===== src/rtl/core/fpe_pkg.sv =====
// ----------------------------------------------------------------------------
// fpe_pkg - shared types for the page frame buffer pixel engine
// Request codes, back-end operation kinds, read-out modes, the command word
// passed from the front end to the back end, and the back-end state type.
// ----------------------------------------------------------------------------
package fpe_pkg;

	// Defaults for the top-level parameters
	localparam int DEF_DISPLAY_WIDTH  = 128;
	localparam int DEF_DISPLAY_HEIGHT = 64;

	// Largest store is 256 columns x 16 pages; address fields are sized for it
	localparam int ADDR_MAX_W = 12;

	// Command queue between front and back end
	localparam int QDEPTH = 2;

	// Request codes on req_type (code 7 is unused and treated as a no-op)
	typedef enum logic [2:0] {
		REQ_WRITE_PIXEL  = 3'd0,
		REQ_TOGGLE_PIXEL = 3'd1,
		REQ_READ_PIXEL   = 3'd2,
		REQ_WRITE_COLUMN = 3'd3,
		REQ_READ_PAGE    = 3'd4,
		REQ_FILL         = 3'd5,
		REQ_INVERT       = 3'd6
	} fpe_req_t;

	// What the back end does with a command
	typedef enum logic [1:0] {
		OP_BYTE = 2'd0,		// read-modify-write of up to two bytes, or a read
		OP_FILL = 2'd1,		// write one value over the whole store
		OP_INV  = 2'd2		// invert the whole store
	} fpe_op_t;

	// What goes out on read_data
	typedef enum logic [1:0] {
		RD_NONE  = 2'd0,
		RD_PIXEL = 2'd1,
		RD_BYTE  = 2'd2
	} fpe_rd_t;

	typedef struct packed {
		fpe_op_t                 op;
		fpe_rd_t                 rd_mode;
		logic [2:0]              bit_sel;
		logic                    toggle;
		logic                    in_range;
		logic [ADDR_MAX_W-1:0]   addr0;
		logic [7:0]              mask0;
		logic [7:0]              data0;
		logic [ADDR_MAX_W-1:0]   addr1;
		logic [7:0]              mask1;
		logic [7:0]              data1;
	} fpe_cmd_t;

	typedef enum logic [2:0] {
		ST_CLEAR    = 3'd0,
		ST_IDLE     = 3'd1,
		ST_MOD      = 3'd2,
		ST_MOD2     = 3'd3,
		ST_FILL     = 3'd4,
		ST_INV      = 3'd5,
		ST_INV_LAST = 3'd6
	} fpe_state_t;

endpackage


===== src/rtl/core/fpe_front.sv =====
// ----------------------------------------------------------------------------
// fpe_front - request decode
// Range-checks each request word, works out byte addresses, bit masks and
// data for the back end, and pushes the resulting command into the queue.
// ----------------------------------------------------------------------------
module fpe_front #(
	parameter int DISPLAY_WIDTH  = fpe_pkg::DEF_DISPLAY_WIDTH,
	parameter int DISPLAY_HEIGHT = fpe_pkg::DEF_DISPLAY_HEIGHT
) (
	input  logic               req_valid,
	output logic               req_ready,
	input  logic [2:0]         req_type,
	input  logic signed [8:0]  pos_x,
	input  logic signed [7:0]  pos_y,
	input  logic [2:0]         page_sel,
	input  logic               pixel_value,
	input  logic [7:0]         data_byte,
	input  logic               q_space,
	input  logic               clearing,
	output logic               push,
	output fpe_pkg::fpe_cmd_t  push_cmd
);

	localparam int AW         = fpe_pkg::ADDR_MAX_W;
	localparam int PAGE_COUNT = (DISPLAY_HEIGHT + 7) / 8;
	localparam logic [9:0] WIDTH_L  = 10'(DISPLAY_WIDTH);
	localparam logic [8:0] HEIGHT_L = 9'(DISPLAY_HEIGHT);
	localparam logic [4:0] PAGES_L  = 5'(PAGE_COUNT);

	logic             x_in;
	logic             pix_in;
	logic [8:0]       row_pix;
	logic [3:0]       pix_page;
	logic [7:0]       pix_mask;
	logic [AW-1:0]    pix_addr;
	logic [8:0]       row_col [8];
	logic [7:0]       clip;
	logic [15:0]      mask16;
	logic [15:0]      data16;
	logic [3:0]       page0;
	logic [3:0]       page1;
	logic [AW-1:0]    col_addr0;
	logic [AW-1:0]    col_addr1;
	logic             pg_in;
	logic [AW-1:0]    pg_addr;

	assign req_ready = q_space && !clearing;
	assign push      = req_valid && req_ready;

	// column inside the width
	assign x_in = !pos_x[8] && ({2'b00, pos_x[7:0]} < WIDTH_L);

	// single pixel
	assign row_pix  = {pos_y[7], pos_y};
	assign pix_in   = x_in && !row_pix[8] && (row_pix < HEIGHT_L);
	assign pix_page = pos_y[6:3];
	assign pix_mask = pix_in ? (8'h01 << pos_y[2:0]) : 8'h00;
	assign pix_addr = pix_in ? (AW'(pix_page) * AW'(DISPLAY_WIDTH) + AW'(pos_x[7:0]))
	                         : '0;

	// column byte: clip row by row, then split across two pages
	always_comb begin
		for (int i = 0; i < 8; i++) begin
			row_col[i] = {pos_y[7], pos_y} + 9'(i);
			clip[i]    = x_in && !row_col[i][8] && (row_col[i] < HEIGHT_L);
		end
	end

	assign mask16 = {8'h00, clip} << pos_y[2:0];
	assign data16 = {8'h00, data_byte} << pos_y[2:0];
	// floor(y/8) in two's complement; a page of -1 shows as 15 with its lower
	// byte fully clipped, and the upper byte's page rolls over to 0
	assign page0  = pos_y[6:3];
	assign page1  = pos_y[6:3] + 4'd1;
	assign col_addr0 = (mask16[7:0] != 8'h00)
	                 ? (AW'(page0) * AW'(DISPLAY_WIDTH) + AW'(pos_x[7:0])) : '0;
	assign col_addr1 = (mask16[15:8] != 8'h00)
	                 ? (AW'(page1) * AW'(DISPLAY_WIDTH) + AW'(pos_x[7:0])) : '0;

	// page byte read
	assign pg_in   = x_in && ({2'b00, page_sel} < PAGES_L);
	assign pg_addr = pg_in ? (AW'(page_sel) * AW'(DISPLAY_WIDTH) + AW'(pos_x[7:0])) : '0;

	always_comb begin
		push_cmd          = '0;
		push_cmd.op       = fpe_pkg::OP_BYTE;
		push_cmd.rd_mode  = fpe_pkg::RD_NONE;
		push_cmd.bit_sel  = pos_y[2:0];
		case (req_type)
			fpe_pkg::REQ_WRITE_PIXEL: begin
				push_cmd.in_range = pix_in;
				push_cmd.addr0    = pix_addr;
				push_cmd.mask0    = pix_mask;
				push_cmd.data0    = pixel_value ? pix_mask : 8'h00;
			end
			fpe_pkg::REQ_TOGGLE_PIXEL: begin
				push_cmd.in_range = pix_in;
				push_cmd.addr0    = pix_addr;
				push_cmd.mask0    = pix_mask;
				push_cmd.toggle   = 1'b1;
			end
			fpe_pkg::REQ_READ_PIXEL: begin
				push_cmd.in_range = pix_in;
				push_cmd.addr0    = pix_addr;
				push_cmd.rd_mode  = pix_in ? fpe_pkg::RD_PIXEL : fpe_pkg::RD_NONE;
			end
			fpe_pkg::REQ_WRITE_COLUMN: begin
				push_cmd.in_range = &clip;
				push_cmd.addr0    = col_addr0;
				push_cmd.mask0    = mask16[7:0];
				push_cmd.data0    = data16[7:0];
				push_cmd.addr1    = col_addr1;
				push_cmd.mask1    = mask16[15:8];
				push_cmd.data1    = data16[15:8];
			end
			fpe_pkg::REQ_READ_PAGE: begin
				push_cmd.in_range = pg_in;
				push_cmd.addr0    = pg_addr;
				push_cmd.rd_mode  = pg_in ? fpe_pkg::RD_BYTE : fpe_pkg::RD_NONE;
			end
			fpe_pkg::REQ_FILL: begin
				push_cmd.op       = fpe_pkg::OP_FILL;
				push_cmd.in_range = 1'b1;
				push_cmd.data0    = data_byte;
			end
			fpe_pkg::REQ_INVERT: begin
				push_cmd.op       = fpe_pkg::OP_INV;
				push_cmd.in_range = 1'b1;
			end
			default: begin
				// unused code: no write, zero result, out of range
				push_cmd.in_range = 1'b0;
			end
		endcase
	end

endmodule


===== config.mk =====
export PLATFORM = sky130hd
export DESIGN_NAME = fpe_front
export DESIGN_NICKNAME = d
export VERILOG_FILES = /design/src/rtl/core/fpe_pkg.sv /design/src/rtl/core/fpe_front.sv
export SDC_FILE = /design/constraint.sdc
export NUM_CORES = 1
export LEC_CHECK = 0
export BUFFER_PORTS_ARGS = -buffer_cell sky130_fd_sc_hd__buf_2
export CORE_MARGIN = 1
export CORE_UTILIZATION = 48
export DETAILED_ROUTE_END_ITERATION = 6
export PLACE_DENSITY = 0.91
export SLEW_MARGIN = 5
export SYNTH_ARGS = -nofsm -noshare
export SYNTH_HDL_FRONTEND = slang
export SYNTH_SLANG_ARGS = --single-unit
export TNS_END_PERCENT = 100

===== constraint.sdc =====
create_clock -name vclk -period 3.4
set_input_delay 0.34 -clock vclk [all_inputs]
set_output_delay 0.34 -clock vclk [all_outputs]
set_load 0.05 [all_outputs]

* Word level (Yosys, flattened, before mapping)
Cells that the tools add are included.
Storage, ports and cells: register bits 0, bits of input ports 35, output and inout port bits 67, word-level logic and storage cells 81
Cells by class: $add $sub $neg 11, order comparisons 9, equality and inequality tests 6, shift-type cells 3, multiplexer cells 16, reductions and logical operators 36
Operators by type and width (count):
- < comparator 9 x 7 -> 1 bit (second input constant) | 8
- adder 8 x 4 -> 9 bit (second input constant) | 4
- two-way mux 12 bit | 3
- one-hot mux 12 bit (3 select lines) | 1
- left shift 8 x 3 -> 16 bit | 2
- two-way mux 28 bit | 1
- adder 11 x 8 -> 12 bit | 2
- one-hot mux 8 bit (3 select lines) | 1
- logical AND 1 bit | 19
- adder 8 x 3 -> 9 bit (second input constant) | 2
- two-way mux 8 bit | 2
- one-hot mux 8 bit (2 select lines) | 1
- nonzero test 8 bit | 2
- adder 10 x 8 -> 11 bit | 1
- two-way mux 11 bit | 1
- zero test 1 bit | 10
- adder 8 x 2 -> 9 bit (second input constant) | 1
- equality test 3 bit (second input constant) | 3
- < comparator 8 bit (second input constant) | 1
- one-hot mux 2 bit (2 select lines) | 2
- AND reduction 8 bit | 1
- left shift 1 x 3 -> 8 bit (first input constant) | 1
- equality test 3 x 2 -> 1 bit (second input constant) | 2
- adder 4 x 1 -> 4 bit (second input constant) | 1
- 7 further kinds | 9

* Depth between registers and ports, before layout
depth in word-level cells 8, depth in mapped cells 7

* Worst setup path before layout
Ideal clock, no wire load.
kind input port to output port, start point in req_type[1], end point out push_cmd[44] (netlist bit), arrival 2.833 ns, data required time 3.060 ns, slack 0.227 ns, stages 5, buffers on the path 1, path through buf_2 nand2b_1 nor4_2 nor2_1 nor2b_1
RTL lines:
- start, declared | RTL line fpe_front.sv:12 | input logic [2:0] req_type,
- end, declared | RTL line fpe_front.sv:21 | output fpe_pkg::fpe_cmd_t push_cmd

==> summary.md <==
| Metric | Value |
|---|---|
| Worst-path cell with the longest stage delay | `sky130_fd_sc_hd__o2111ai_2` |
| Sum of routed wire length over all layers | `4330 µm` |
| Number of rows in the core area | `19` |
| Via count of the first global-routing pass | `between 1500 and 2000` |
| Failing checks | `DRC` |
| Drt first-iter violations | `123` |
| Total leakage power | `slightly below 1 nW` |
| Hold Violations, Final | `0` |
| Status | `finished, violations left` |
| Avg Inst Size Synth | `between 6 and 7 µm²` |
| Clock period minus final worst setup slack | `about 2.7 ns` |
| Most common cell type on the critical path | `sky130_fd_sc_hd__buf_2` |
| Synth area leader | `sky130_fd_sc_hd__mux2i_1` |
| Transition time at the pin with the least slew margin | `~0.84 ns` |
| Share of Yosys cell area claimed by the top area cell type | `approximately 8%` |
| Largest net degree at the start of global routing | `23` |
| Clock buffers | `0` |
| Highest Clock Rate | `roughly 0.37 GHz` |
| Total routing usage reported by global routing | `around a quarter` |
| Warnings, synthesis | `0` |
| Critical path startpoint | `pos_y[5]` |
| Hold WC Path Type | `input pin to primary output` |
| Count of flip-flops and latches | `0` |
| Number of nets with antenna violations after detailed routing | `0` |
| Worst path cell trace | `buf_2 > nand3_2 > a211oi_4 > o2111ai_2 > a22oi_4 > buf_2` |
| Top cells by area in the synthesized netlist | `sky130_fd_sc_hd__mux2i_1 8.1%, sky130_fd_sc_hd__nor2_1 6.6%, sky130_fd_sc_hd__ha_1 5.9%` |
| Buffers inserted by post-CTS timing repair | `0` |
| Total negative setup slack | `0 ns` |
| Boundary pin count | `between 100 and 150` |
| Library cells used by synthesis | `56` |
| Hold path startpoint | `clearing` |
| CP startpoint kind | `input pin` |
| Setup violation total in the final timing report | `0` |
| Worst Setup Path Type | `input pin to primary output` |
| Effective utilization at floorplan | `between 50 and 60%` |
| Port-buffer cells | `98` |
| Netlist area before placement | `1480 µm²` |
| Power density over cell area | `about 130 nW/µm²` |
| Req. time, crit path | `3.06 ns` |
| Global-route wire length before repair | `~6800 µm` |
| Wirelength per Cell | `around 13 µm` |
| Gpl congestion | `between 0.9 and 1` |
| Largest fanout on the critical path | `12` |
| Post-route clock period utilization | `between 70% and 80%` |
| Critical Path End Type | `primary output` |
| WP buf/inv | `2` |
| Number of optimization iterations in the first detailed-route pass | `6` |
| Via-to-Cell Ratio | `slightly below 6` |
| Overflow left after global routing | `0` |
| Total of hold buffers inserted after clock tree synthesis | `0` |
| Die extent in x | `about 57 µm` |
| Depth of the worst hold-timing path | `3` |
| Most used standard cell by instance count after synthesis | `sky130_fd_sc_hd__nor2_1` |
| Slew margin rel. | `~44%` |
| Commonest cells post-synth | `26 x sky130_fd_sc_hd__nor2_1, 18 x sky130_fd_sc_hd__nand2_1, 14 x sky130_fd_sc_hd__a21oi_1` |
| Vertical extent of the die | `roughly 57 µm` |
| VDD IR max | `around 0.13 mV` |
| Dominant delay contributor by cell family on the critical path | `compound AO/OA/AOI/OAI gates` |
| Total Nets Final | `approximately 340` |
| Area growth syn-to-layout | `26.8%` |
| Number of antenna violations at the first check in global routing | `0` |
| Post-DP HPWL | `3440 µm` |
| CTS resizes | `0` |
| Area of the core | `roughly 2800 µm²` |
| Multi-input combinational cell area | `around 1300 µm²` |
| Synthesized instance count | `between 200 and 250` |
| Die area | `roughly 3300 µm²` |
| Endpoint arrival time on the critical path | `between 2 and 2.5 ns` |
| RSZ-0062 raised after global routing | `no` |
| Final-report max-slew violation count | `0` |
| Largest stage delay on the critical path | `roughly 0.52 ns` |
| Area taken by flip-flops and latches | `0 µm²` |
| Vias after detailed routing | `approximately 1900` |
| Sequential element share of the synthesized area | `0%` |
| Fillcell total | `about 270` |
| Drt drc | `6` |
| Maximum Capacitance Violations | `0` |
| Logic depth of the worst path, buffers included | `6` |
| Fraction of the core area covered by cells at the end of the flow | `between 60% and 70%` |
| Share of cells above drive strength 1 | `~42%` |
| Ant diodes | `0` |
## report_power, final
part | switching, W | leakage (nW) | internal (W)
clock | 0 | 0 | 0
combinational | 0.000162 | 0.981 | 0.0000729
sequential | 0 | 0 | 0
## logic make-up after synthesis
family	share of synthesized area [%]
muxes	11.2
AOI/OAI and AO/OA	33.4
other	0.254
buffers and inverters	11.6
xor gates and xnor gates	3.56
adders and majority gates	5.93
and+or+nand+nor	34.0
## metal layers
metal / wire length, µm / global-route usage [%] / vias up
li1: - / - / 922
met1: 1940 / 37.3 / 862
met2: 1990 / 39.2 / 95
met3: 343 / 1.13 / 6
met4: 59 / 3.48 / 0
met5: 0 / 0 / -
## cell usage in the layout (no fill, tap or decap), types with 4 or more instances in the layout
| cell | n |
|---|---|
| sky130_fd_sc_hd__nand3_1 | 5 |
| sky130_fd_sc_hd__nand2b_1 | 4 |
| sky130_fd_sc_hd__a21boi_2 | 7 |
| sky130_fd_sc_hd__inv_1 | 7 |
| sky130_fd_sc_hd__conb_1 | 4 |
| sky130_fd_sc_hd__buf_2 | 98 |
| sky130_fd_sc_hd__a22oi_1 | 6 |
| sky130_fd_sc_hd__o21ai_0 | 10 |
| sky130_fd_sc_hd__and2_1 | 5 |
| sky130_fd_sc_hd__nand2_1 | 18 |
| sky130_fd_sc_hd__mux2i_1 | 12 |
| sky130_fd_sc_hd__nor2_1 | 26 |
| sky130_fd_sc_hd__a21oi_1 | 14 |
| sky130_fd_sc_hd__nor3_1 | 7 |
| sky130_fd_sc_hd__ha_1 | 7 |
| sky130_fd_sc_hd__nor2b_1 | 11 |
## metrics by stage
step           instances  power (W)  setup slack, ns  hold slack, ns  cell area [µm²]
2_1_floorplan        215   0.000179            0.227           0.804             1490
3_3_place_gp         322   0.000229            0.794           0.987             1870
3_5_place_dp         322   0.000232            0.698           0.993             1870
4_1_cts              322   0.000233            0.702           0.993             1870
5_1_grt              322   0.000252            0.567            1.03             1870
6_report             322   0.000235            0.707           0.991             1870
## area by class of cell
| type | instances | area share, % |
|---|---|---|
| multi-input combinational | 186 | 70.3 |
| timing repair buffer | 98 | 26.2 |
| tap | 31 | 2.07 |
| inverter | 7 | 1.40 |
## path summary, 6_finish.rpt
kind,slack (ns),end
min,0.99,req_ready
max,0.71,push_cmd[26]
Power figures use the tool's default switching activity.
