[src/rtl/core/fpe_pkg.sv]
// ----------------------------------------------------------------------------
// fpe_pkg - shared types for the page frame buffer pixel engine
// Request codes, back-end operation kinds, read-out modes, the command word
// passed from the front end to the back end, and the back-end state type.
// ----------------------------------------------------------------------------
package fpe_pkg;

	// Defaults for the top-level parameters
	localparam int DEF_DISPLAY_WIDTH  = 128;
	localparam int DEF_DISPLAY_HEIGHT = 64;

	// Largest store is 256 columns x 16 pages; address fields are sized for it
	localparam int ADDR_MAX_W = 12;

	// Command queue between front and back end
	localparam int QDEPTH = 2;

	// Request codes on req_type (code 7 is unused and treated as a no-op)
	typedef enum logic [2:0] {
		REQ_WRITE_PIXEL  = 3'd0,
		REQ_TOGGLE_PIXEL = 3'd1,
		REQ_READ_PIXEL   = 3'd2,
		REQ_WRITE_COLUMN = 3'd3,
		REQ_READ_PAGE    = 3'd4,
		REQ_FILL         = 3'd5,
		REQ_INVERT       = 3'd6
	} fpe_req_t;

	// What the back end does with a command
	typedef enum logic [1:0] {
		OP_BYTE = 2'd0,		// read-modify-write of up to two bytes, or a read
		OP_FILL = 2'd1,		// write one value over the whole store
		OP_INV  = 2'd2		// invert the whole store
	} fpe_op_t;

	// What goes out on read_data
	typedef enum logic [1:0] {
		RD_NONE  = 2'd0,
		RD_PIXEL = 2'd1,
		RD_BYTE  = 2'd2
	} fpe_rd_t;

	typedef struct packed {
		fpe_op_t                 op;
		fpe_rd_t                 rd_mode;
		logic [2:0]              bit_sel;
		logic                    toggle;
		logic                    in_range;
		logic [ADDR_MAX_W-1:0]   addr0;
		logic [7:0]              mask0;
		logic [7:0]              data0;
		logic [ADDR_MAX_W-1:0]   addr1;
		logic [7:0]              mask1;
		logic [7:0]              data1;
	} fpe_cmd_t;

	typedef enum logic [2:0] {
		ST_CLEAR    = 3'd0,
		ST_IDLE     = 3'd1,
		ST_MOD      = 3'd2,
		ST_MOD2     = 3'd3,
		ST_FILL     = 3'd4,
		ST_INV      = 3'd5,
		ST_INV_LAST = 3'd6
	} fpe_state_t;

endpackage

[src/rtl/core/fpe_cmdq.sv]
// ----------------------------------------------------------------------------
// fpe_cmdq - command queue
// Small FIFO of decoded commands between the front end and the back end.
// ----------------------------------------------------------------------------
module fpe_cmdq (
	input  logic               clk,
	input  logic               arst_n,
	input  logic               push,
	input  fpe_pkg::fpe_cmd_t  push_cmd,
	output logic               space,
	input  logic               pop,
	output logic               head_valid,
	output fpe_pkg::fpe_cmd_t  head
);

	localparam int DEPTH = fpe_pkg::QDEPTH;
	localparam int PW    = (DEPTH > 1) ? $clog2(DEPTH) : 1;
	localparam int CW    = $clog2(DEPTH + 1);

	fpe_pkg::fpe_cmd_t  entry_q [DEPTH];
	logic [PW-1:0]      wptr_q;
	logic [PW-1:0]      rptr_q;
	logic [CW-1:0]      count_q;

	assign space      = (count_q != CW'(DEPTH));
	assign head_valid = (count_q != '0);
	assign head       = entry_q[rptr_q];

	always_ff @(posedge clk or negedge arst_n) begin
		if (!arst_n) begin
			wptr_q  <= '0;
			rptr_q  <= '0;
			count_q <= '0;
		end else begin
			if (push)
				wptr_q <= (wptr_q == PW'(DEPTH - 1)) ? '0 : wptr_q + 1'b1;
			if (pop)
				rptr_q <= (rptr_q == PW'(DEPTH - 1)) ? '0 : rptr_q + 1'b1;
			if (push && !pop)
				count_q <= count_q + 1'b1;
			else if (pop && !push)
				count_q <= count_q - 1'b1;
		end
	end

	always_ff @(posedge clk) begin
		if (push)
			entry_q[wptr_q] <= push_cmd;
	end

endmodule

[config.mk]
export PLATFORM = sky130hd
export DESIGN_NAME = fpe_cmdq
export DESIGN_NICKNAME = d
export VERILOG_FILES = /design/src/rtl/core/fpe_pkg.sv /design/src/rtl/core/fpe_cmdq.sv
export SDC_FILE = /design/constraint.sdc
export NUM_CORES = 1
export LEC_CHECK = 0
export ABC_AREA = 1
export ABC_CLOCK_PERIOD_IN_PS = 4800
export BUFFER_PORTS_ARGS = -buffer_cell sky130_fd_sc_hd__buf_4
export CORE_MARGIN = 1
export CORE_UTILIZATION = 52
export DETAILED_ROUTE_END_ITERATION = 10
export MAX_ROUTING_LAYER = met4
export PLACE_DENSITY = 0.79
export SLEW_MARGIN = 20
export SYNTH_ARGS = -nofsm -noshare
export SYNTH_HDL_FRONTEND = slang
export SYNTH_SLANG_ARGS = --single-unit
[constraint.sdc]
create_clock -name clk -period 4.8 [get_ports clk]
set_input_delay 0.48 -clock clk [delete_from_list [all_inputs] [get_ports clk]]
set_output_delay 0.48 -clock clk [all_outputs]
set_load 0.01 [all_outputs]
# Word-level counts from Yosys, hierarchy flattened
# Memory sizes are Yosys's and may differ from the RTL's.
# Index checks and enable logic that the tools add are counted.
[totals] register_bits=4 n_memories=1 ram_bits=130 in_bits=69 wordCells=21
[op_classes] mux=6 reduce_logical=6 addsub=4 n_eq_ne=1
[mem_list] name="entry_q" words=2 word_bits=65 rd=1 rd_ports_with_merged_regs=0 write_ports=1 line_no="fpe_cmdq.sv:20" text="fpe_pkg::fpe_cmd_t entry_q [DEPTH];"
[op_table] cell="1-bit 2-to-1 mux" count=4
[op_table] cell="2-bit 2-to-1 mux" count=2
[op_table] cell="2-bit nonzero test" count=2
[op_table] cell="1-bit adder, second input constant" count=2
[op_table] cell="2-bit by 1-bit adder with 2-bit output, second input constant" count=1
[op_table] cell="1-bit logical AND" count=2
[op_table] cell="1-bit logical NOT" count=2
[op_table] cell="2-bit inequality test, second input constant" count=1
[op_table] cell="2-bit by 1-bit subtractor with 2-bit output, second input constant" count=1

# Depth between registers and ports, before layout
# Gate-level depths: netlist of run 1.
[depth] ltp_word=4 depth_mapped=7 depth_no_buf=7

# Worst setup path after synthesis of run 1
# OpenSTA, ideal clock, no wires.
[synth_timing] path_kind="input to register" start="input push" end="memory entry_q[0][0] in the netlist's numbering (enable)" arrival_time_ns=3.246 cell_stages=2 slack_ns=1.064 cell_sequence="inv_1 > nor2_1"
[synth_via] elab_chain_cells=2
[synth_rtl] element="from (decl)" line_no="fpe_cmdq.sv:8" text="input logic push,"
[synth_rtl] element="1-bit 2-to-1 mux" line_no="fpe_cmdq.sv:47" text="if (push)"
[synth_rtl] element="1-bit 2-to-1 mux (not written as such)" line_no="fpe_cmdq.sv:48" text="entry_q[wptr_q] <= push_cmd;"
[synth_rtl] element="to (decl)" line_no="fpe_cmdq.sv:20"
# No other way between the ends.

==> results of run 1 <==
==> critical path, stage by stage (launching register included) <==
cell     delay [ns]
dfrtp_4        0.68
buf_16         0.33
mux2_2         0.38
buf_4          0.14
==> final cells by class <==
type / instances / area share (%)
flip-flops and latches: 134 / 58.1
clock inverters: 13 / 3.68
clock buffers: 18 / 6.05
repair buffers: 139 / 15.4
inverters: 7 / 0.381
multi-input cells: 79 / 14.0
well taps: 129 / 2.34
==> cells in the final DEF, fill, tap and decap left out, types with 2 or more instances in the layout <==
cell type / Yosys / layout
mux2_4: 40 / 40
xor2_1: 2 / 2
clkbuf_16: 0 / 16
inv_1: 7 / 6
mux2_2: 25 / 25
edfxtp_1: 130 / 130
bufinv_16: 0 / 7
clkinv_4: 0 / 4
nand2_1: 7 / 7
buf_4: 0 / 137
dfrtp_1: 4 / 3
==> power breakdown <==
part	switching (mW)	internal (mW)
clock	0.452	0.997
combinational	0.538	0.692
sequential	0.108	1.56
total	1.10	3.25
==> flip-flops by register name, indices dropped and copies added, names as in the netlist <==
signal   cells
count_q      2
entry_q    130
rptr_q       1
wptr_q       1
==> through the flow <==
step	power, mW	cells	setup WS, ns	hold WS [ns]	util, %
after floorplan	2.42	227	1.06	0.184	-
after global placement	2.88	486	2.50	0.278	66.4
after detailed placement	2.92	486	2.45	0.282	66.4
after CTS	4.38	518	2.00	0.127	73.7
after global routing	4.52	519	2.16	0.124	74.0
final	4.35	519	2.23	0.151	74.0
==> per-layer routing <==
metal	vias up	GRT usage, %	share of wire [%]	routed length [µm]
met3	10	7.91	8.5	738
met5	-	-	0	0
li1	1193	-	-	-
met4	0	8.14	1.3	110
met2	110	29.2	51	4370
met1	1264	20.7	40	3430
==> worst paths after layout <==
kind,from,to,cells after the start
max in group asynchronous,arst_n,rptr_q,2
worst max-delay path,rptr_q,head[51],3
worst max register to register,wptr_q,entry_q[0][12],2
worst min-delay path,push_cmd[58],entry_q[0][58],1
min in group asynchronous,arst_n,count_q[1],2
worst min register to register,count_q[0],count_q[0],1
==> kinds of logic (layout without fill, tap and decap cells) <==
family | after synthesis | after routing | share of synthesized area (%)
buf+inv | 14 | 177 | 1.83
flops | 134 | 134 | 79.1
simple gates | 10 | 10 | 0.816
mux | 65 | 65 | 17.4
xor+xnor | 3 | 3 | 0.520
fa+ha+maj | 1 | 1 | 0.247
==> repair_timing <==
action | 4_1_cts | 5_1_grt
setup buffers | 0 | 0
hold buffers | 1 | 0
resized for setup | 0 | 0
hold endpoints to repair | 4 | 0
endpoints found under the setup margin | 0 | 0
==> metrics.cfg, run 1 <==
[status]
status=finished clean

[clock_tree]
clock_sinks=134
cts_root_buf=clkbuf_8
cts_tree=yes
cts.clk_slew.worst_paths_ns=0.06
h-tree-depth=4
cts_made_buffers=17
insertion_delay_ns=0.51
cts_max_path_buffers=2

[routing]
wl_per_cell_um=16.7
drtAntennaViolNets=0
routed_wl_um=8650
vias_per_cell=4.97
post-route-drc-count=0
dr.pass1.iters=4
drt_iter0_drc=76
vias=2577

[place]
placed_area_um2=6190
dp_hpwl_um=5390
place.gp.congestion=0.671
io_buffers=135

[synth]
yosysMostFrequentCell=edfxtp_1
synth_nets=297
synth-edff-count=130
netlist_top_cells_area=edfxtp_1 (77%), mux2_4 (12%), mux2_2 (5.6%)
yosysSeqAreaShare_pct=79.1
synth_commonest_cells=edfxtp_1 (130), mux2_4 (40), mux2_2 (25)
yosys.cell_types.count=14
synth_top_area_cell=edfxtp_1
synth.cell_area_um2=5060
synth.avg_cell_area_um2=22.3
synth-seq-cells=134
synth.top_cell.area_share_pct=77.2
yosys_warnings=0
async_flop_share_pct=2.99
syn_inst=227
synth_ff_type=edfxtp_1

[job]
maxCapViolCount=0

[sta]
drv_slew=0
hold_violations=0
rsz0062_at_grt=no
max_slew.worst_pin.slew_ns=0.912
max_freq_ghz=0.389
finalSetupViolCount=0
fin_tns_setup_ns=0
slew_headroom_pct=39.1
period_needed_ns=2.57
finalCritPeriodShare_pct=53.5
fin_skew_ns=0.0102

[hold_path]
hold_class=input pin to flop

[global_routing]
grt_pass1_vias=2651
grt.overflow.total=0
grt_pass1_wl_um=12900
grt_max_degree=67
antenna_found_initial=0
track_usage_pct=18.5

[floorplanning]
fp-row-count=35
core-area_um2=9330
die_w_um=101
dieArea_um2=10100
initial_core_util_pct=54.2
ios=136
chipHeight_um=101

[layout]
post-route-cell-area_um2=6900
final-seq-area_um2=4010
n_antenna_cell=0
multi_input_area_um2=970
nNetsFinal=448
area.growth.synth_to_final_pct=36.5
drive_above_1_share_pct=60.3
fill_cells=553

[setup_path]
crit_type=flop to primary output
crit_path_end_kind=primary output
cp.required_ns=4.32
crit_path_max_fanout=42
cp-start-kind=flop
rrSetupSlack_ns=2.71
crit_arrival_ns=2.09

[power_and_ir_drop]
p_leak_nw=2.77
peakVddDrop_mv=0.434
powerDensity_nw_per_um2=630

Power figures use the tool's default switching activity.
==> inputs of run 2 (changes only) <==
--- a/config.mk
+++ b/config.mk
@@ -6,13 +6,13 @@
 export NUM_CORES = 1
 export LEC_CHECK = 0
 export ABC_AREA = 1
-export ABC_CLOCK_PERIOD_IN_PS = 4800
+export ABC_CLOCK_PERIOD_IN_PS = 2100
 export BUFFER_PORTS_ARGS = -buffer_cell sky130_fd_sc_hd__buf_4
 export CORE_MARGIN = 1
-export CORE_UTILIZATION = 52
+export CORE_UTILIZATION = 47
 export DETAILED_ROUTE_END_ITERATION = 10
 export MAX_ROUTING_LAYER = met4
-export PLACE_DENSITY = 0.79
+export PLACE_DENSITY = 0.75
 export SLEW_MARGIN = 20
 export SYNTH_ARGS = -nofsm -noshare
 export SYNTH_HDL_FRONTEND = slang
==> constraint.sdc (replaced) <==
create_clock -name clk -period 2.1 [get_ports clk]
set_input_delay 0.21 -clock clk [delete_from_list [all_inputs] [get_ports clk]]
set_output_delay 0.21 -clock clk [all_outputs]
set_load 0.01 [all_outputs]
==> metrics.cfg, run 2 (synthesis results as in run 1) <==
[floorplanning]
die_w_um=106  ; +5.1%
fp-row-count=37  ; +5.7%
initial_core_util_pct=48.8  ; -5.5 points
ios=136  ; unchanged
chipHeight_um=106  ; +5.1%
dieArea_um2=11200  ; +10%
core-area_um2=10400  ; +11%

[routing]
vias_per_cell=4.75  ; -4.3%
wl_per_cell_um=16.2  ; -2.7%
post-route-drc-count=0  ; unchanged
routed_wl_um=9780  ; +13%
vias=2866  ; +11%
drt_iter0_drc=98  ; +29%
dr.pass1.iters=5  ; +1
drtAntennaViolNets=0  ; unchanged

[place]
dp_slack_ns=0.381  ; -2.07 ns
placed_area_um2=6280  ; +1.5%
dp.cells=499  ; +2.7%
dp_hpwl_um=5780  ; +7.2%
io_buffers=135  ; unchanged
place.gp.congestion=0.708  ; +5.5%

[layout]
n_antenna_cell=0  ; unchanged
drive_above_1_share_pct=51.8  ; -8.4 points
area.growth.synth_to_final_pct=49.1
post-route-cell-area_um2=7540  ; +9.2%
fill_cells=635  ; +15%
fin_util_pct=72.7  ; -1.3 points
final_cells=603  ; +16%
layout.cells.most_common=buf_4
final_cell_mix=buf_4 (143), edfxtp_1 (130), dlygate4sd3_1 (68), mux2_4 (40), mux2_2 (25)
top_register=entry_q
nNetsFinal=524  ; +17%
largestRegisters=entry_q: 130 flops, count_q: 2 flops
largest_reg_flops=130  ; unchanged

[sta]
rsz0062_at_grt=no
hold_violations=0  ; unchanged
slew_headroom_pct=66.1  ; +27 points
finalSetupViolCount=0  ; unchanged
fin_skew_ns=0.00509  ; -0.00513 ns
drv_slew=0  ; unchanged
period_needed_ns=1.97
finalCritPeriodShare_pct=94.0
max_freq_ghz=0.507
fin_tns_setup_ns=0  ; unchanged
holdWs_ns=0.0236  ; -0.127 ns
worst_slack_ns=0.127  ; -2.10 ns
max_slew.worst_pin.slew_ns=0.508  ; -0.404 ns

[clock_tree]
cts.clk_slew.worst_paths_ns=0.06  ; about the same
insertion_delay_ns=0.51  ; about the same
cts_tree=yes
h-tree-depth=4  ; unchanged
cts_max_path_buffers=2  ; unchanged
cts_made_buffers=17  ; unchanged
cts_root_buf=clkbuf_8
cts_resized=0  ; unchanged
clock_sinks=134  ; unchanged

[setup_path]
critPathMaxStageDelay_ns=0.51  ; -0.17 ns
timing.rr.start=wptr_q
crit_arrival_ns=1.76  ; -0.33 ns
crit_type=flop to primary output
path_cells=buf_12 -> mux2_2 -> buf_4
cp_slowest_cell=dfrtp_4
crit_path_max_fanout=22  ; -48%
rrSetupSlack_ns=0.61  ; -2.10 ns
crit_path_end_kind=primary output
cp-start-kind=flop
cp.required_ns=1.89  ; -2.43 ns
r2r-end=entry_q[1][5]
reg2regPathDepth=3  ; +1

[power_and_ir_drop]
share_seq_of_total_power_pct=39.0  ; +0.7 points
p_sw_share_pct=26.7  ; +1.5 points
peakVddDrop_mv=0.792  ; +82%
clkPwrFrac_pct=28.0  ; -5.4 points
internal_power_mw=7.01  ; +120%
finalPower_mw=9.56  ; +120%
powerDensity_nw_per_um2=1270  ; +100%
p_leak_nw=3.04  ; +9.6%
pwr-share-comb_pct=33.0  ; +4.7 points
switchingPower_mw=2.56  ; +130%

[global_routing]
grt_max_degree=41  ; -39%
grt.overflow.total=0  ; unchanged
track_usage_pct=18.6  ; +0.074 points
grt_pass1_wl_um=14700  ; +13%
grt_pass1_vias=3003  ; +13%
antenna_found_initial=0  ; unchanged

[status]
status=finished clean

[hold_path]
hold_class=input pin to asynchronous set/reset pin

[job]
maxCapViolCount=0  ; unchanged

==> run 2: cell types whose count changed in the layout (fill, tap and decap cells not counted), sizes merged <==
cell | before | now
clkinv | 6 | 7
dlygate4sd3 | 1 | 68
buf | 138 | 147
bufinv | 7 | 2
clkbuf | 18 | 21
clkinvlp | 0 | 2
==> run 2: how the worst max path moves through the flow <==
stage           start       endpoint  slack (ns)  depth (start not counted)
2_1_floorplan  wptr_q  entry_q[1][0]       -0.05                          2
3_3_place_gp   rptr_q       head[32]        0.41                          3
3_5_place_dp   rptr_q       head[27]        0.38                          3
4_1_cts        rptr_q       head[27]        0.11                          3
5_1_grt        rptr_q       head[45]        0.05                          3
6_report       rptr_q       head[51]        0.13                          3
==> run 2: final cells by class <==
type / instances / area, µm² / share of cell area, %
repair buffers: 215 / 1830 / 24.3
inverters: 7 / 26.3 / 0.348
clock inverters: 11 / 109 / 1.44
well taps: 136 / 170 / 2.26
clock buffers: 21 / 429 / 5.69
multi-input cells: 79 / 970 / 12.9
flip-flops and latches: 134 / 4010 / 53.1
==> run 2: power by group through the flow <==
stage / combinational [mW] / sequential [mW] / clock [mW]
2_1_floorplan: 1.80 / 3.72 / 0
3_3_place_gp: 2.85 / 3.84 / 0
3_5_place_dp: 2.89 / 3.88 / 0
4_1_cts: 3.18 / 3.74 / 2.72
5_1_grt: 3.34 / 3.78 / 2.84
6_report: 3.16 / 3.73 / 2.67
==> run 2: what timing repair did <==
| action | 4_1_cts | 5_1_grt |
|---|---|---|
| hold buffers | 68 | 0 |
| buffers inserted | 4 | 0 |
| endpoints found under the hold margin | 136 | 0 |
| setup endpoints to repair | 39 | 0 |
==> run 2: worst max-delay path, delay by kind of cell (launching register included) <==
| family | cells | cell delay [ns] |
|---|---|---|
| multiplexers | 1 | 0.36 |
| buffers and inverters | 2 | 0.38 |
| flip-flops | 1 | 0.51 |
==> run 2: routing by layer <==
| metal | global-route usage [%] | vias to the layer above | share of wire [%] |
|---|---|---|---|
| met5 | - | - | 0 |
| met4 | 7.04 | 0 | 1.2 |
| met3 | 5.81 | 18 | 5.0 |
| met2 | 31.5 | 104 | 53 |
| met1 | 20.6 | 1404 | 41 |
| li1 | - | 1340 | - |
==> inputs of run 3 (changes only) <==
--- a/config.mk
+++ b/config.mk
@@ -6,13 +6,13 @@
 export NUM_CORES = 1
 export LEC_CHECK = 0
 export ABC_AREA = 1
-export ABC_CLOCK_PERIOD_IN_PS = 2100
+export ABC_CLOCK_PERIOD_IN_PS = 2050
 export BUFFER_PORTS_ARGS = -buffer_cell sky130_fd_sc_hd__buf_4
 export CORE_MARGIN = 1
-export CORE_UTILIZATION = 47
+export CORE_UTILIZATION = 52
 export DETAILED_ROUTE_END_ITERATION = 10
 export MAX_ROUTING_LAYER = met4
-export PLACE_DENSITY = 0.75
+export PLACE_DENSITY = 0.79
 export SLEW_MARGIN = 20
 export SYNTH_ARGS = -nofsm -noshare
 export SYNTH_HDL_FRONTEND = slang
==> constraint.sdc (replaced) <==
create_clock -name clk -period 2.05 [get_ports clk]
set_input_delay 0.205 -clock clk [delete_from_list [all_inputs] [get_ports clk]]
set_output_delay 0.205 -clock clk [all_outputs]
set_load 0.01 [all_outputs]
==> metrics.cfg, run 3 (synthesis results as in run 1) <==
[status]
status=finished clean

[sta]
slew_headroom_pct=80.4  ; +14 points
finalCritPeriodShare_pct=93.7
fin_skew_ns=0.00530  ; +0.000215 ns
drv_slew=0  ; unchanged
period_needed_ns=1.92
max_freq_ghz=0.521
rsz0062_at_grt=no
hold_violations=0  ; unchanged
finalSetupViolCount=0  ; unchanged
fin_tns_setup_ns=0  ; unchanged
max_slew.worst_pin.slew_ns=0.294  ; -0.214 ns
holdWs_ns=0.0537  ; +0.0301 ns

[clock_tree]
insertion_delay_ns=0.49  ; -0.02 ns
cts.clk_slew.worst_paths_ns=0.06  ; about the same
cts_max_path_buffers=2  ; unchanged
cts_made_buffers=17  ; unchanged
cts_tree=yes
clock_sinks=134  ; unchanged
cts_root_buf=clkbuf_8
h-tree-depth=4  ; unchanged

[place]
io_buffers=135  ; unchanged
place.gp.congestion=0.664  ; -6.2%
dp_hpwl_um=5600  ; -3.2%

[power_and_ir_drop]
peakVddDrop_mv=0.753  ; -5.0%
powerDensity_nw_per_um2=1330  ; +4.6%
p_leak_nw=3.04  ; +0.15%

[setup_path]
cp.required_ns=1.85  ; -0.04 ns
crit_path_max_fanout=27  ; +23%
crit_arrival_ns=1.72  ; -0.04 ns
startpoint=rptr_q
critPathMaxStageDelay_ns=0.47  ; -0.04 ns
cp-start-kind=flop
crit_path_end_kind=primary output
crit_type=flop to primary output
path_cells=buf_12 -> mux2_2 -> buf_4
timing.rr.start=wptr_q
cp_slowest_cell=dfrtp_4

[floorplanning]
ios=136  ; unchanged
fp-row-count=35  ; -5.4%
initial_core_util_pct=54.2  ; +5.5 points
chipHeight_um=101  ; -4.8%
dieArea_um2=10100  ; -9.4%
core-area_um2=9330  ; -10%
die_w_um=101  ; -4.8%

[global_routing]
grt_pass1_wl_um=14700  ; +0.18%
grtUsageMet2_pct=35.8  ; +4.3 points
track_usage_pct=20.7  ; +2.1 points
antenna_found_initial=0  ; unchanged
grt.overflow.total=0  ; unchanged
top_usage_layer=met2
grt_max_degree=45  ; +9.8%
grt_pass1_vias=2939  ; -2.1%
use_met3_pct=5.06  ; -0.75 points
grt_util_met1_pct=23.9  ; +3.2 points

[job]
maxCapViolCount=0  ; unchanged

[routing]
drt_iter0_drc=92  ; -6.1%
post-route-drc-count=0  ; unchanged
wl_per_cell_um=16.6  ; +2.2%
dr.pass1.iters=6  ; +1
vias_per_cell=4.78  ; +0.48%
drtAntennaViolNets=0  ; unchanged
vias=2832  ; -1.2%
routed_wl_um=9820  ; +0.46%

[layout]
fill_cells=483  ; -24%
fin_util_pct=81.3  ; +8.6 points
drive_above_1_share_pct=51.9  ; +0.12 points
final_cell_mix=buf_4 (140), edfxtp_1 (130), dlygate4sd3_1 (68), mux2_4 (40), mux2_2 (25)
n_antenna_cell=0  ; unchanged
layout.cells.most_common=buf_4
area.growth.synth_to_final_pct=49.9
nNetsFinal=521  ; -0.57%
top_register=entry_q
largest_reg_flops=130  ; unchanged
largestRegisters=entry_q: 130 flops, count_q: 2 flops

[hold_path]
hold_class=input pin to asynchronous set/reset pin

run 3: report_power, final:
group | switching (mW) | leakage, nW | internal (mW)
Sequential | 0.178 | 1.27 | 3.65
Clock | 1.07 | 0.286 | 1.96
Combinational | 1.39 | 1.49 | 1.81
run 3: stage by stage:
stage	area, µm²	power (mW)	instances	setup slack, ns
after floorplan	5070	5.66	227	0.205
after global placement	6280	6.86	490	0.480
after detailed placement	6280	6.93	490	0.474
after CTS	7580	10.1	593	0.114
after global routing	7580	10.5	593	0.0714
final	7580	10.1	593	0.130
run 3: path summary, 6_finish.rpt:
check	slack (ns)	end	cells after the start
max	0.13	head[38]	3
max in group asynchronous	1.88	rptr_q	2
min reg2reg	0.51	count_q[1]	2
max reg2reg	0.79	entry_q[1][56]	3
min	0.05	count_q[0]	2
min in group clk	0.43	entry_q[1][57]	2
run 3: critical path, delay by kind of cell (launching register included):
family	cells	cell delay (ns)
flops	1	0.47
buf+inv	2	0.36
mux	1	0.36
run 3: cell type report:
type / instances / area (µm²) / share of cell area, %
Tap cell: 129 / 161 / 2.13
Sequential cell: 134 / 4010 / 52.9
Multi-Input combinational cell: 79 / 970 / 12.8
Clock buffer: 18 / 418 / 5.51
Clock inverter: 14 / 183 / 2.41
Timing Repair Buffer: 212 / 1810 / 23.9
Inverter: 7 / 30.0 / 0.396
run 3: what timing repair did:
| action | in CTS | in global routing |
|---|---|---|
| buffers inserted | 3 | 0 |
| endpoints found under the setup margin | 51 | 0 |
| hold buffers | 68 | 0 |
| gates resized for setup | 0 | 0 |
| hold endpoints to repair | 136 | 0 |
run 3: routing by layer:
layer  up-vias  wire length (µm)
li1       1331                 -
met1      1384              4050
met2       113              5250
met3         4               475
met4         0                42
met5         -                 0
